===== src/hdl/fvang_pkg.sv =====
`timescale 1ns / 1ps

package fvang_pkg;

    // Field widths
    localparam int COORD_WIDTH = 16;
    localparam int ANGLE_WIDTH = 16;
    localparam int ITERATIONS  = 16;

    // Internal formats
    localparam int TURN_W    = 32;                      // angle accumulator, 2^32 per turn
    localparam int CALC_W    = 64;                      // x/y datapath width
    localparam int PRE_SHIFT = 60 - COORD_WIDTH;        // magnitude alignment
    localparam int TAB_LEN   = 32;
    localparam int N_ITER    = (ITERATIONS > TAB_LEN) ? TAB_LEN : ITERATIONS;
    localparam int IDX_W     = (N_ITER > 1) ? $clog2(N_ITER) : 1;

    // Stream widths, padded to whole bytes
    localparam int IN_DATA_W  = ((2 * COORD_WIDTH + 7) / 8) * 8;
    localparam int OUT_DATA_W = ((ANGLE_WIDTH + 7) / 8) * 8;

    // Fixed angles on the accumulator scale
    localparam logic [TURN_W-1:0] HALF_TURN    = TURN_W'(64'd1 << (TURN_W - 1));
    localparam logic [TURN_W-1:0] QUARTER_TURN = TURN_W'(64'd1 << (TURN_W - 2));

    // Rounding of the accumulator down to the output width
    localparam int RND_SHIFT = TURN_W - ANGLE_WIDTH;
    localparam logic [TURN_W:0] ROUND_ADD =
        (RND_SHIFT == 0) ? '0 : ((TURN_W + 1)'(1) << (RND_SHIFT - 1));

    // atan(2^-i) in units of 2^32 per turn
    localparam logic [TURN_W-1:0] ATAN_TAB [TAB_LEN] = '{
        32'h20000000, 32'h12E4051E, 32'h09FB385B, 32'h051111D4,
        32'h028B0D43, 32'h0145D7E1, 32'h00A2F61E, 32'h00517C55,
        32'h0028BE53, 32'h00145F2F, 32'h000A2F98, 32'h000517CC,
        32'h00028BE6, 32'h000145F3, 32'h0000A2FA, 32'h0000517D,
        32'h000028BE, 32'h0000145F, 32'h00000A30, 32'h00000518,
        32'h0000028C, 32'h00000146, 32'h000000A3, 32'h00000051,
        32'h00000029, 32'h00000014, 32'h0000000A, 32'h00000005,
        32'h00000003, 32'h00000001, 32'h00000001, 32'h00000000
    };

    // Data handed from cell to cell
    typedef struct packed {
        logic signed [CALC_W-1:0] x;
        logic signed [CALC_W-1:0] y;
        logic [TURN_W-1:0]        z;      // rotation sum, or final angle when fixed
        logic                     x_neg;
        logic                     y_neg;
        logic                     fixed;  // axis or zero case, z already final
        logic                     zero;
    } cordic_t;

endpackage


===== src/hdl/fvang_post.sv =====
`timescale 1ns / 1ps

module fvang_post
    import fvang_pkg::*;
(
    input  logic                   clk,
    input  logic                   rst_n,
    input  logic                   in_valid,
    output logic                   in_ready,
    input  cordic_t                in_data,
    output logic                   out_valid,
    input  logic                   out_ready,
    output logic [ANGLE_WIDTH-1:0] angle,
    output logic                   zero_vector
);

    logic                   valid_reg;
    logic [ANGLE_WIDTH-1:0] angle_reg;
    logic [ANGLE_WIDTH-1:0] angle_next;
    logic                   zero_reg;
    logic [TURN_W-1:0]      full_ang;
    logic [TURN_W:0]        rounded;

    assign in_ready    = !valid_reg || out_ready;
    assign out_valid   = valid_reg;
    assign angle       = angle_reg;
    assign zero_vector = zero_reg;

    // Quadrant fix-up, then round half up to the output width
    always_comb
    begin
        if (in_data.fixed)
        begin
            full_ang = in_data.z;
        end
        else
        begin
            case ({in_data.x_neg, in_data.y_neg})
                2'b00:   full_ang = in_data.z;
                2'b10:   full_ang = HALF_TURN - in_data.z;
                2'b11:   full_ang = HALF_TURN + in_data.z;
                default: full_ang = '0 - in_data.z;
            endcase
        end
        rounded    = {1'b0, full_ang} + ROUND_ADD;
        angle_next = rounded[RND_SHIFT +: ANGLE_WIDTH];
    end

    // Valid flag
    always_ff @(posedge clk or negedge rst_n)
    begin
        if (!rst_n)
        begin
            valid_reg <= 1'b0;
        end
        else if (in_ready)
        begin
            valid_reg <= in_valid;
        end
    end

    // Result beat
    always_ff @(posedge clk)
    begin
        if (in_valid && in_ready)
        begin
            angle_reg <= angle_next;
            zero_reg  <= in_data.zero;
        end
    end

endmodule


===== config.mk =====
export PLATFORM = sky130hd
export DESIGN_NAME = fvang_post
export DESIGN_NICKNAME = d
export VERILOG_FILES = /design/src/hdl/fvang_pkg.sv /design/src/hdl/fvang_post.sv
export SDC_FILE = /design/constraint.sdc
export NUM_CORES = 1
export LEC_CHECK = 0
export ABC_AREA = 1
export BUFFER_PORTS_ARGS = -buffer_cell sky130_fd_sc_hd__clkbuf_2
export CAP_MARGIN = 5
export CORE_ASPECT_RATIO = 0.8
export CORE_MARGIN = 2
export CORE_UTILIZATION = 30
export CTS_BUF_LIST = sky130_fd_sc_hd__clkbuf_4
export DETAILED_ROUTE_END_ITERATION = 10
export PLACE_DENSITY = 0.69
export SLEW_MARGIN = 20
export SYNTH_ARGS = -nofsm -noshare
export SYNTH_HDL_FRONTEND = slang
export SYNTH_SLANG_ARGS = --single-unit

===== constraint.sdc =====
create_clock -name clk -period 1.9 [get_ports clk]
set_input_delay 0.19 -clock clk [delete_from_list [all_inputs] [get_ports clk]]
set_output_delay 0.19 -clock clk [all_outputs]
set_load 0.05 [all_outputs]

Yosys cells after proc, flatten, opt, wreduce, memory -nomap -nowiden
Index checks and enable logic that the tools add are counted. W data, S select, Z words.

Add/subtract/negate cells: 4. Muxes and demuxes: 2. Reductions and logical operators: 4. Equality and inequality tests: 2.

Operators with widths (number): $pmux W32 S3 (1); $add A32 B16 Y32 const B (1); $add A32 B32 Y32 const A (1); $mux W32 (1); $sub A1 B32 Y32 const A (1); $sub A32 B32 Y32 const A (1); $eq A2 B2 Y1 const B (2); $logic_not A2 Y1 (1); $logic_and A1 B1 Y1 (1); $logic_not A1 Y1 (1); $logic_or A1 B1 Y1 (1).

Bits of input ports: 168. Output and inout bits: 19. Register bits: 18. Logic and storage cells: 15.

Logic depth before layout (Yosys ltp)
Gate-level depths: netlist of the first run.

Depth in word-level cells: 4. Gate-level depth with buffers: 18. Depth with buffers taken out: 18.

Worst setup path before layout of the first run
OpenSTA, ideal clock, no wires.

Kind: input port to flip-flop. From: input port in_data[2] (netlist bit). To: register angle_reg[11] (netlist: angle[11]), data pin. Path buffers: 1. Cell stages on the path: 17. Slack: -0.262 ns. Data required time: 1.648 ns. Data arrival time: 1.910 ns. Library setup time: 0.252 ns. Cell sequence: inv_1 ha_1 inv_2 nand2_2 buf_4 nand2_1 nand3_1 nand2_1 inv_1 ha_1 nand3_2 nor2_4 nand2_4 nor2_4 nand2_1 nand2_1 nand2_1.

Word-level cells in the longest chain between the ends: 4. Elaborated cells between the ends (all ways): 6. Classes of those cells: add/sub: 1; eq/ne: 2; mux: 2; reduce/logical: 1.

RTL lines: start, declared (line fvang_post.sv:10) `input cordic_t in_data,`; $eq A2 B2 Y1 or $logic_not A2 Y1 (tied branches) (line fvang_post.sv:38) `case ({in_data.x_neg, in_data.y_neg})`; $pmux W32 S3 (*) (line fvang_post.sv:38); $mux W32 (*) (line fvang_post.sv:32) `if (in_data.fixed)`; $add A32 B16 Y32 (*) (line fvang_post.sv:45) `rounded = {1'b0, full_ang} + ROUND_ADD;`; net rounded[27] (line fvang_post.sv:22) `logic [TURN_W:0] rounded;`; end signal, assigned (line fvang_post.sv:67) `angle_reg <= angle_next;`; end, declared (line fvang_post.sv:18) `logic [ANGLE_WIDTH-1:0] angle_reg;`.

The timed path passes the listed nets; every way through them passes the cells marked *. A chain may end at the register's enable or synchronous reset.

Final worst setup path of the first run
From: input port in_data[2] (netlist bit). To: register angle_reg[7] (netlist: angle[7]), data pin.

Same word-level chain as after synthesis.

==> run metrics, run 1 <==
worst clock skew 0.008221 ns; total placed cells including tap cells 536; deepest clock path buffer count 2; Final Max Tran Viols 0; layout-stage area growth over the synthesis result 46.31%; Gate Count Post-Synth 339; adder-cell share of the synthesized area 2.342%; area share of xor/xnor cells in the synthesized design 4.098%; transition time at the pin with the least slew margin 0.3974 ns; die width 98.36 µm; number of setup violations in the final report 0; worst reg2reg endpoint angle[7]$_DFFE_PP_; maximum clock frequency 554.4 MHz; starting density of the core 31.01%; Hold WS 0.08865 ns; via count of the first global-routing pass 2379; maximum number of pins on one net before global-route repair 18; reported leakage power 1.508 nW; pre-CTS setup slack -0.2487 ns; power density cells 472.5 nW/µm²; Detailed Route WL 6.267 mm; largest fanout on the critical path 4; aggregate negative setup slack 0 ns; fraction of final layout cells sized beyond drive strength 1 43.20%; portion of the clock cycle consumed by the worst path in the final layout 94.94%; antenna violation net count after detailed routing 0; total routing usage reported by global routing 16.61%; path category of the worst min-delay check in2reg; setup repair after global routing missed its margin yes; largest family of logic cells by synthesized area simple AND/OR/NAND/NOR gates; nets in the synthesized netlist 511; minimum period implied by the final worst setup slack 1.804 ns; multiplexer share of the synthesized area 0%; CTS H-tree depth 1; Core Box Area 6892 µm²; worst max-slew margin expressed relative to the limit 73.23%; DRC Markers 0; port buffer count 58; Critical Path Start in_data[2]; proportion of synthesized chip area in sequential cells 25.06%; via count 2429; required time at the worst-slack endpoint 1.94 ns; Filler Cell Count 725; routability-driven placement congestion ratio 0.8800; HPWL after DPL 5.325 mm; distinct cell type count of the synthesized netlist 28; TritonCTS clock tree yes; Std-Cell Rows 27; worst setup path category in2reg; number of sinks on the clock net 18; CTS buffer count 3; Initial DRT Pass Iterations 4; worst supply voltage drop on vdd 0.2125 mV; I/O Pins 187; n_diodes 0; yosys warns 0; count of placed standard cells in the final layout, fillers left out 543; result of the run finished clean; insertion delay to the later sink of the worst-skew pair 0.29 ns; FF-to-FF setup slack 0.78 ns; depth of the worst register-to-register path 2; area fraction in and, or, nand and nor cells after synthesis 57.96%; Die H 79.49 µm; Vias per Instance 4.473; DRT iter0 DRCs 115; number of flip-flops under the largest register name 16; final setup slack of the worst path 0.09621 ns; source of the worst register-to-register timing path out_valid$_DFFE_PN0N_; global-route wire length before repair 10.74 mm; clock slew at reported path FFs 0.10 ns; Crit path arrival time 1.85 ns; clock root cell sky130_fd_sc_hd__clkbuf_4; maximum capacitance violations 0; number of hold violations in the final report 0; gr ovfl total 0; compound-gate portion of the synthesized area 2.342%; nature of the critical path endpoint flip-flop; launching element type of the critical path input port; synthesized area divided by synthesized cell count 6.304 µm²; synthesized cell area 2137 µm²; number of synthesized register bits 18; final net count 629; average detailed-routed wire length per instance 11.54 µm; antenna violations before repair 0; Die Outline Area 7819 µm²; end of the critical path angle[7]$_DFFE_PP_
[worst max-delay path: stages]
cell	delay (ns)
sky130_fd_sc_hd__buf_4	0.14
sky130_fd_sc_hd__ha_1	0.21
sky130_fd_sc_hd__nor2_1	0.13
sky130_fd_sc_hd__nand2_2	0.08
sky130_fd_sc_hd__nor2_2	0.10
sky130_fd_sc_hd__clkinv_2	0.06
sky130_fd_sc_hd__nand2_1	0.05
sky130_fd_sc_hd__nand2_1	0.04
sky130_fd_sc_hd__nand2_1	0.08
sky130_fd_sc_hd__inv_1	0.05
sky130_fd_sc_hd__ha_2	0.20
sky130_fd_sc_hd__nand3_2	0.08
sky130_fd_sc_hd__nor2_4	0.05
sky130_fd_sc_hd__nand2_4	0.09
sky130_fd_sc_hd__nor2_4	0.04
sky130_fd_sc_hd__buf_4	0.13
sky130_fd_sc_hd__xnor2_1	0.12
[where the power goes]
part,switching [mW],internal (mW),leakage [nW]
Combinational,0.477,0.300,1.32
Clock,0.116,0.0958,0.0184
Sequential,0.00876,0.480,0.172
Total,0.602,0.876,1.51
[logic make-up after synthesis]
group | Yosys count
xor+xnor | 10
fa+ha+maj | 4
simple gates | 256
buf+inv | 42
flops | 18
compound gates | 9
[stage by stage]
stage	instance area (µm²)	utilization [%]	total power, mW
after detailed placement	2980	43.25	1.248
after floorplan	2180	-	0.9675
after global placement	2980	43.25	1.234
final	3127	45.37	1.477
after global routing	3127	45.37	1.597
after CTS	3020	43.83	1.462
[final cells by class]
type	instances	area [µm²]	share of cell area, %
Multi-Input combinational cell	279	1528	48.86
Timing Repair Buffer	118	764.5	24.45
Clock buffer	4	30.03	0.9604
Sequential cell	18	535.5	17.13
Inverter	37	160.2	5.122
Tap cell	87	108.9	3.481
[cell usage after synthesis]
cell                         n  area, µm²
sky130_fd_sc_hd__nand2_1   112      420.4
sky130_fd_sc_hd__nor2_1     50      187.7
sky130_fd_sc_hd__inv_1      34      127.6
sky130_fd_sc_hd__nand3_1    32      160.2
sky130_fd_sc_hd__edfxtp_1   17      510.5
sky130_fd_sc_hd__nor2_2     17      106.4
sky130_fd_sc_hd__nand2_2    16      100.1
sky130_fd_sc_hd__nor2_4     12      135.1
sky130_fd_sc_hd__nand4_1     7      43.79
sky130_fd_sc_hd__xnor2_1     7      61.31
sky130_fd_sc_hd__ha_1        4      50.05
sky130_fd_sc_hd__o21ai_0     4      20.02
sky130_fd_sc_hd__nand3_2     3      30.03
sky130_fd_sc_hd__xor2_1      3      26.28
sky130_fd_sc_hd__a21oi_1     2      10.01
sky130_fd_sc_hd__and2_1      2      12.51
sky130_fd_sc_hd__buf_4       2      15.01
sky130_fd_sc_hd__inv_2       2      7.510
sky130_fd_sc_hd__nand2_4     2      22.52
sky130_fd_sc_hd__nand3b_1    2      15.01
sky130_fd_sc_hd__o21bai_1    2      15.01
sky130_fd_sc_hd__buf_2       1      5.000
sky130_fd_sc_hd__buf_6       1      11.26
sky130_fd_sc_hd__clkbuf_1    1      3.750
sky130_fd_sc_hd__clkinv_2    1      5.000
sky130_fd_sc_hd__dfrtp_1     1      25.02
sky130_fd_sc_hd__nor3_1      1      5.000
sky130_fd_sc_hd__o21ai_1     1      5.000
[layout by cell type, fill, tap and decap left out, types with 4 or more instances in the layout]
master                       n
sky130_fd_sc_hd__nand2_1   105
sky130_fd_sc_hd__buf_4      59
sky130_fd_sc_hd__clkbuf_2   56
sky130_fd_sc_hd__nor2_1     40
sky130_fd_sc_hd__inv_1      32
sky130_fd_sc_hd__nand3_1    31
sky130_fd_sc_hd__nand2_2    23
sky130_fd_sc_hd__nor2_2     20
sky130_fd_sc_hd__nor2_4     19
sky130_fd_sc_hd__edfxtp_1   17
sky130_fd_sc_hd__nand4_1     7
sky130_fd_sc_hd__xnor2_1     7
sky130_fd_sc_hd__nand3_2     4
sky130_fd_sc_hd__clkbuf_4    4
[worst min-delay path by stage]
stage	start	end	slack (ns)	cells after the start
2_1_floorplan	rst_n	out_valid$_DFFE_PN0N_	-0.11	0
3_3_place_gp	rst_n	out_valid$_DFFE_PN0N_	-0.04	1
4_1_cts	in_data[0]	zero_vector$_DFFE_PP_	0.08	1
5_1_grt	in_data[0]	zero_vector$_DFFE_PP_	0.06	1
3_5_place_dp	rst_n	out_valid$_DFFE_PN0N_	-0.03	1
6_report	in_data[0]	zero_vector$_DFFE_PP_	0.09	1
[timing repair]
item,4_1_cts,5_1_grt
endpoints found under the hold margin,1,0
resized for setup,0,33
setup endpoints to repair,0,8
hold buffers,1,0
buffers inserted,0,2
[metal layers]
metal | GRT usage [%] | vias to the layer above | share of wire (%)
li1 | - | 1299 | -
met1 | 23.55 | 1076 | 48
met2 | 27.82 | 52 | 46
met3 | 2.890 | 2 | 5.1
met4 | 0.9589 | 0 | 0.16
met5 | 0 | - | 0
Note: power is estimated with default switching activity, not from simulation.
==> run 2: changes to the inputs <==
--- a/config.mk
+++ b/config.mk
@@ -13,6 +13,7 @@
 export CORE_UTILIZATION = 30
 export CTS_BUF_LIST = sky130_fd_sc_hd__clkbuf_4
 export DETAILED_ROUTE_END_ITERATION = 10
+export MAX_ROUTING_LAYER = met4
 export PLACE_DENSITY = 0.69
 export SLEW_MARGIN = 20
 export SYNTH_ARGS = -nofsm -noshare
==> run metrics, run 2 (same netlist as run 1, synthesis figures left out) <==
portion of the clock cycle consumed by the worst path in the final layout 94.05% (was 94.94%); Final Max Tran Viols 0 (unchanged); CTS H-tree depth 1 (unchanged); post-place instance area 2988 µm² (was 2980 µm²); setup repair after global routing missed its margin yes (unchanged); via count of the first global-routing pass 2348 (was 2379); power density cells 464.3 nW/µm² (was 472.5 nW/µm²); clock slew at reported path FFs 0.10 ns (about the same); switching part of the total 41.06% (was 40.73%); die width 98.36 µm (unchanged); TritonCTS clock tree yes (unchanged); standard cell with the maximum stage delay on the critical path sky130_fd_sc_hd__ha_4 (was sky130_fd_sc_hd__ha_1); gr ovfl total 0 (unchanged); cell-internal power 0.8563 mW (was 0.8755 mW); number of hold violations in the final report 0 (unchanged); maximum capacitance violations 0 (unchanged); DRC Markers 0 (unchanged); n_diodes 0 (unchanged); Vias per Instance 4.549 (was 4.473); routability-driven placement congestion ratio 0.8846 (was 0.8800); part of the power in combinational logic 53.3% (was 52.6%); commonest non-fill, non-tap cell in the layout sky130_fd_sc_hd__nand2_1 (unchanged); Die Outline Area 7819 µm² (unchanged); antenna violation net count after detailed routing 0 (unchanged); delay of the slowest cell on the worst path 0.28 ns (was 0.21 ns); total routing usage reported by global routing 16.90% (was 16.61%); DRT iter0 DRCs 98 (was 115); number of flip-flops under the largest register name 16 (unchanged); reported leakage power 1.514 nW (was 1.508 nW); average detailed-routed wire length per instance 11.36 µm (was 11.54 µm); transition time at the pin with the least slew margin 0.2815 ns (was 0.3974 ns); Core Box Area 6892 µm² (unchanged); global-route wire length before repair 10.62 mm (was 10.74 mm); CTS buffer count 3 (unchanged); Initial DRT Pass Iterations 4 (unchanged); starting density of the core 31.01% (unchanged); Die H 79.49 µm (unchanged); maximum number of pins on one net before global-route repair 18 (unchanged); switching power total 0.5966 mW (was 0.6017 mW); nature of the critical path endpoint flip-flop (unchanged); minimum period implied by the final worst setup slack 1.787 ns (was 1.804 ns); result of the run finished clean (unchanged); largest fanout on the critical path 4 (unchanged); insertion delay to the later sink of the worst-skew pair 0.29 ns (about the same); number of setup violations in the final report 0 (unchanged); via count 2479 (was 2429); utilization of the core after routing 45.41% (was 45.37%); Detailed Route WL 6.189 mm (was 6.267 mm); antenna violations before repair 0 (unchanged); required time at the worst-slack endpoint 1.96 ns (was 1.94 ns); most frequent cells in the layout 105 x sky130_fd_sc_hd__nand2_1, 60 x sky130_fd_sc_hd__buf_4, 56 x sky130_fd_sc_hd__clkbuf_2, 39 x sky130_fd_sc_hd__nor2_1, 32 x sky130_fd_sc_hd__inv_1 (was 105 x sky130_fd_sc_hd__nand2_1, 59 x sky130_fd_sc_hd__buf_4, 56 x sky130_fd_sc_hd__clkbuf_2, 40 x sky130_fd_sc_hd__nor2_1, 32 x sky130_fd_sc_hd__inv_1); I/O Pins 187 (unchanged); worst clock skew 0.006631 ns (was 0.008221 ns); worst setup path category in2reg (unchanged); worst supply voltage drop on vdd 0.2211 mV (was 0.2125 mV); worst max-slew margin expressed relative to the limit 81.31% (was 73.23%); Filler Cell Count 779 (was 725); clock root cell sky130_fd_sc_hd__clkbuf_4 (unchanged); HPWL after DPL 5.366 mm (was 5.325 mm); port buffer count 58 (unchanged); clock network fraction of design power 13.0% (was 14.3%); fraction of final layout cells sized beyond drive strength 1 43.45% (was 43.20%); path category of the worst min-delay check in2reg (unchanged); Final Cell Area 3129 µm² (was 3127 µm²); Buf+Inv Stages, Crit Path 6 (was 4); Reg power frac 33.7% (was 33.1%); cells traversed along the worst timing path buf_4 > inv_6 > ha_4 > inv_4 > nand2_2 > nor2_1 > clkinv_2 > nand2_1 > nand2_1 > nand2_2 > inv_1 > ha_2 > nand3_2 > nor2_4 > nand2_4 > buf_4 > xor2_1 (was buf_4 > ha_1 > nor2_1 > nand2_2 > nor2_2 > clkinv_2 > nand2_1 > nand2_1 > nand2_1 > inv_1 > ha_2 > nand3_2 > nor2_4 > nand2_4 > nor2_4 > buf_4 > xnor2_1); number of sinks on the clock net 18 (unchanged); maximum clock frequency 559.6 MHz (was 554.4 MHz); launching element type of the critical path input port (unchanged); final net count 631 (was 629); layout-stage area growth over the synthesis result 46.43% (was 46.31%); dominant delay contributor by cell family on the critical path simple AND/OR/NAND/NOR gates (unchanged); deepest clock path buffer count 2 (unchanged); Crit path arrival time 1.84 ns (was 1.85 ns); Std-Cell Rows 27 (unchanged)
## run 2: cell count changes in the layout (fill, tap and decap cells not counted), sizes merged
cell / previous run / this run
buf: 61 / 63
clkbuf: 60 / 59
clkinv: 1 / 2
## run 2: final cells by class
class                           count  area, µm²  area share, %
Multi-Input combinational cell    279       1515          48.42
Timing Repair Buffer              120      783.3          25.03
Sequential cell                    18      535.5          17.11
Inverter                           37      160.2          5.118
Tap cell                           87      108.9          3.479
Clock buffer                        3      22.52         0.7197
Clock inverter                      1      3.754         0.1200
## run 2: timing repair
action                                  in CTS  in global routing
hold buffers                                 1                  0
endpoints found under the setup margin       0                  7
hold endpoints to repair                     1                  0
resized for setup                            0                 32
setup buffers                                0                  3
## run 2: layer usage
layer  up-vias  GRT usage (%)  share of wire (%)
li1       1312              -                  -
met1      1090          23.59                 47
met2        73          27.62                 46
met3         4          1.926                7.3
met4         0          1.644               0.52
met5         -              -                  0
## run 2: power groups by stage
stage / Combinational [mW] / Sequential (mW) / Clock, mW
2_1_floorplan: 0.357 / 0.610 / 0
3_3_place_gp: 0.738 / 0.498 / 0
3_5_place_dp: 0.751 / 0.499 / 0
6_report: 0.775 / 0.489 / 0.189
4_1_cts: 0.756 / 0.490 / 0.197
5_1_grt: 0.856 / 0.493 / 0.224
## run 2: final timing paths
check	from	endpoint	slack [ns]	cells past startpoint
max in group asynchronous	rst_n	out_valid$_DFFE_PN0N_	1.62	2
min	in_data[0]	zero_vector$_DFFE_PP_	0.08	1
max reg2reg	out_valid$_DFFE_PN0N_	angle[9]$_DFFE_PP_	0.78	2
min reg2reg	out_valid$_DFFE_PN0N_	out_valid$_DFFE_PN0N_	0.57	2
min in group asynchronous	rst_n	out_valid$_DFFE_PN0N_	0.20	2
max	in_data[3]	angle[5]$_DFFE_PP_	0.11	17
## run 2: metrics by stage
| step | instances | hold slack [ns] | total power [mW] | setup slack (ns) | setup TNS, ns |
|---|---|---|---|---|---|
| 2_1_floorplan | 339 | -0.1056 | 0.9675 | -0.08385 | -0.1591 |
| 3_3_place_gp | 537 | -0.03501 | 1.236 | -0.2222 | -1.986 |
| 3_5_place_dp | 537 | -0.03318 | 1.250 | -0.2731 | -2.420 |
| 4_1_cts | 542 | 0.06987 | 1.443 | 0.04823 | 0 |
| 5_1_grt | 545 | 0.04611 | 1.573 | -0.02488 | -0.02810 |
| 6_report | 545 | 0.07771 | 1.453 | 0.1130 | 0 |
==> run 3: changes to the inputs <==
==> constraint.sdc (replaced) <==
create_clock -name clk -period 1.9 [get_ports clk]
set_input_delay 0.38 -clock clk [delete_from_list [all_inputs] [get_ports clk]]
set_output_delay 0.38 -clock clk [all_outputs]
set_load 0.05 [all_outputs]
==> run metrics, run 3 (same netlist as run 1, synthesis figures left out) <==
result of the run finished with violations (was finished clean); violated checks setup timing; Die H 79.49 µm (unchanged); power after layout 1.563 mW (was 1.453 mW); DRT iter0 DRCs 148 (was 98); pre-CTS setup slack -0.4552 ns (was -0.2731 ns); Core Box Area 6892 µm² (unchanged); largest fanout on the critical path 4 (unchanged); final setup slack of the worst path -0.06856 ns (was 0.1130 ns); worst setup path category in2reg (unchanged); number of hold violations in the final report 0 (unchanged); deepest clock path buffer count 2 (unchanged); maximum capacitance violations 0 (unchanged); utilization of the core after routing 50.09% (was 45.41%); via count of the first global-routing pass 2335 (was 2348); CTS H-tree depth 1 (unchanged); minimum period implied by the final worst setup slack 1.969 ns (was 1.787 ns); maximum clock frequency 508.0 MHz (was 559.6 MHz); Die Outline Area 7819 µm² (unchanged); CTS buffer count 3 (unchanged); antenna violation net count after detailed routing 0 (unchanged); path category of the worst min-delay check in2reg (unchanged); most frequent cells in the layout 96 x sky130_fd_sc_hd__nand2_1, 69 x sky130_fd_sc_hd__buf_4, 51 x sky130_fd_sc_hd__clkbuf_2, 31 x sky130_fd_sc_hd__nor2_1, 30 x sky130_fd_sc_hd__nand2_2 (was 105 x sky130_fd_sc_hd__nand2_1, 60 x sky130_fd_sc_hd__buf_4, 56 x sky130_fd_sc_hd__clkbuf_2, 39 x sky130_fd_sc_hd__nor2_1, 32 x sky130_fd_sc_hd__inv_1); DRC Markers 0 (unchanged); Final Max Tran Viols 0 (unchanged); reported leakage power 1.629 nW (was 1.514 nW); worst max-slew margin expressed relative to the limit 81.40% (was 81.31%); number of sinks on the clock net 18 (unchanged); HPWL after DPL 5.230 mm (was 5.366 mm); maximum number of pins on one net before global-route repair 18 (unchanged); launching element type of the critical path input port (unchanged); gr ovfl total 0 (unchanged); average detailed-routed wire length per instance 11.62 µm (was 11.36 µm); n_diodes 0 (unchanged); clock slew at reported path FFs 0.09 ns (was 0.10 ns); power density cells 452.7 nW/µm² (was 464.3 nW/µm²); required time at the worst-slack endpoint 1.95 ns (was 1.96 ns); starting density of the core 31.01% (unchanged); Vias per Instance 4.625 (was 4.549); Std-Cell Rows 27 (unchanged); global-route wire length before repair 10.28 mm (was 10.62 mm); routability-driven placement congestion ratio 0.9320 (was 0.8846); I/O Pins 187 (unchanged); clock root cell sky130_fd_sc_hd__clkbuf_4 (unchanged); final net count 646 (was 631); commonest non-fill, non-tap cell in the layout sky130_fd_sc_hd__nand2_1 (unchanged); worst supply voltage drop on vdd 0.2153 mV (was 0.2211 mV); worst clock skew 0.01051 ns (was 0.006631 ns); via count 2590 (was 2479); setup repair after global routing missed its margin yes (unchanged); Crit path arrival time 2.02 ns (was 1.84 ns); die width 98.36 µm (unchanged); insertion delay to the later sink of the worst-skew pair 0.30 ns (was 0.29 ns); number of setup violations in the final report 10 (was 0); layout-stage area growth over the synthesis result 61.53% (was 46.43%); TritonCTS clock tree yes (unchanged); total routing usage reported by global routing 16.51% (was 16.90%); antenna violations before repair 0 (unchanged); Hold WS 0.2604 ns (was 0.07771 ns); transition time at the pin with the least slew margin 0.2801 ns (was 0.2815 ns); port buffer count 58 (unchanged); Initial DRT Pass Iterations 4 (unchanged); nature of the critical path endpoint flip-flop (unchanged); Detailed Route WL 6.507 mm (was 6.189 mm); total placed cells including tap cells 539 (was 537); count of placed standard cells in the final layout, fillers left out 560 (was 545); portion of the clock cycle consumed by the worst path in the final layout 103.6% (was 94.05%); fraction of final layout cells sized beyond drive strength 1 51.16% (was 43.45%); number of flip-flops under the largest register name 16 (unchanged)
==> run 3: cell type report <==
type                    instances  area (µm²)
inverters                      37       160.2
clock buffers                   4       30.03
fillers                       696        3440
repair buffers                135       945.9
well taps                      87       108.9
multi-input cells             279        1672
flip-flops and latches         18       535.5
==> run 3: repair_timing <==
| action | CTS | global route |
|---|---|---|
| endpoints found under the setup margin | 11 | 14 |
| gates resized for setup | 17 | 69 |
| pin swaps | 15 | 37 |
| buffers inserted | 7 | 9 |
| endpoints found under the hold margin | 1 | 0 |
| hold buffers | 1 | 0 |
==> run 3: per-layer routing <==
layer	up-vias	GRT usage (%)	share of wire [%]
li1	1334	-	-
met1	1170	21.69	44
met2	75	27.76	48
met3	11	1.576	6.0
met4	0	3.973	1.8
met5	-	-	0
==> run 3: final timing paths <==
path | cells after the start | startpoint | endpoint | slack [ns]
min in group asynchronous | 2 | rst_n | out_valid$_DFFE_PN0N_ | 0.38
max in group asynchronous | 2 | rst_n | out_valid$_DFFE_PN0N_ | 1.44
min reg2reg | 2 | out_valid$_DFFE_PN0N_ | out_valid$_DFFE_PN0N_ | 0.55
min | 1 | in_data[0] | zero_vector$_DFFE_PP_ | 0.26
max reg2reg | 2 | out_valid$_DFFE_PN0N_ | angle[3]$_DFFE_PP_ | 0.80
max | 16 | in_data[2] | angle[7]$_DFFE_PP_ | -0.07
==> run 3: power breakdown <==
group / switching, mW / total (mW) / internal, mW
Clock: 0.116 / 0.213 / 0.0963
Sequential: 0.00908 / 0.489 / 0.480
Combinational: 0.513 / 0.861 / 0.348
==> run 3: worst max-delay path, cell delays in order <==
cell and delay [ns]:
sky130_fd_sc_hd__clkbuf_16 0.12, sky130_fd_sc_hd__inv_12 0.03, sky130_fd_sc_hd__ha_4 0.28, sky130_fd_sc_hd__inv_4 0.05, sky130_fd_sc_hd__nor2_4 0.14, sky130_fd_sc_hd__nand2_1 0.10
sky130_fd_sc_hd__nand2_2 0.07, sky130_fd_sc_hd__nand2_2 0.07, sky130_fd_sc_hd__inv_2 0.07, sky130_fd_sc_hd__ha_4 0.14, sky130_fd_sc_hd__nand3_4 0.06, sky130_fd_sc_hd__nor2_4 0.11
sky130_fd_sc_hd__nand2_4 0.09, sky130_fd_sc_hd__nor2_4 0.14, sky130_fd_sc_hd__buf_6 0.12, sky130_fd_sc_hd__xnor2_2 0.05
==> run 3: metrics by stage <==
step | setup TNS (ns) | area (µm²)
final | -0.4239 | 3452
after global routing | -1.478 | 3452
after CTS | -0.1159 | 3154
after detailed placement | -5.315 | 2990
after global placement | -4.717 | 2990
after floorplan | -1.239 | 2180
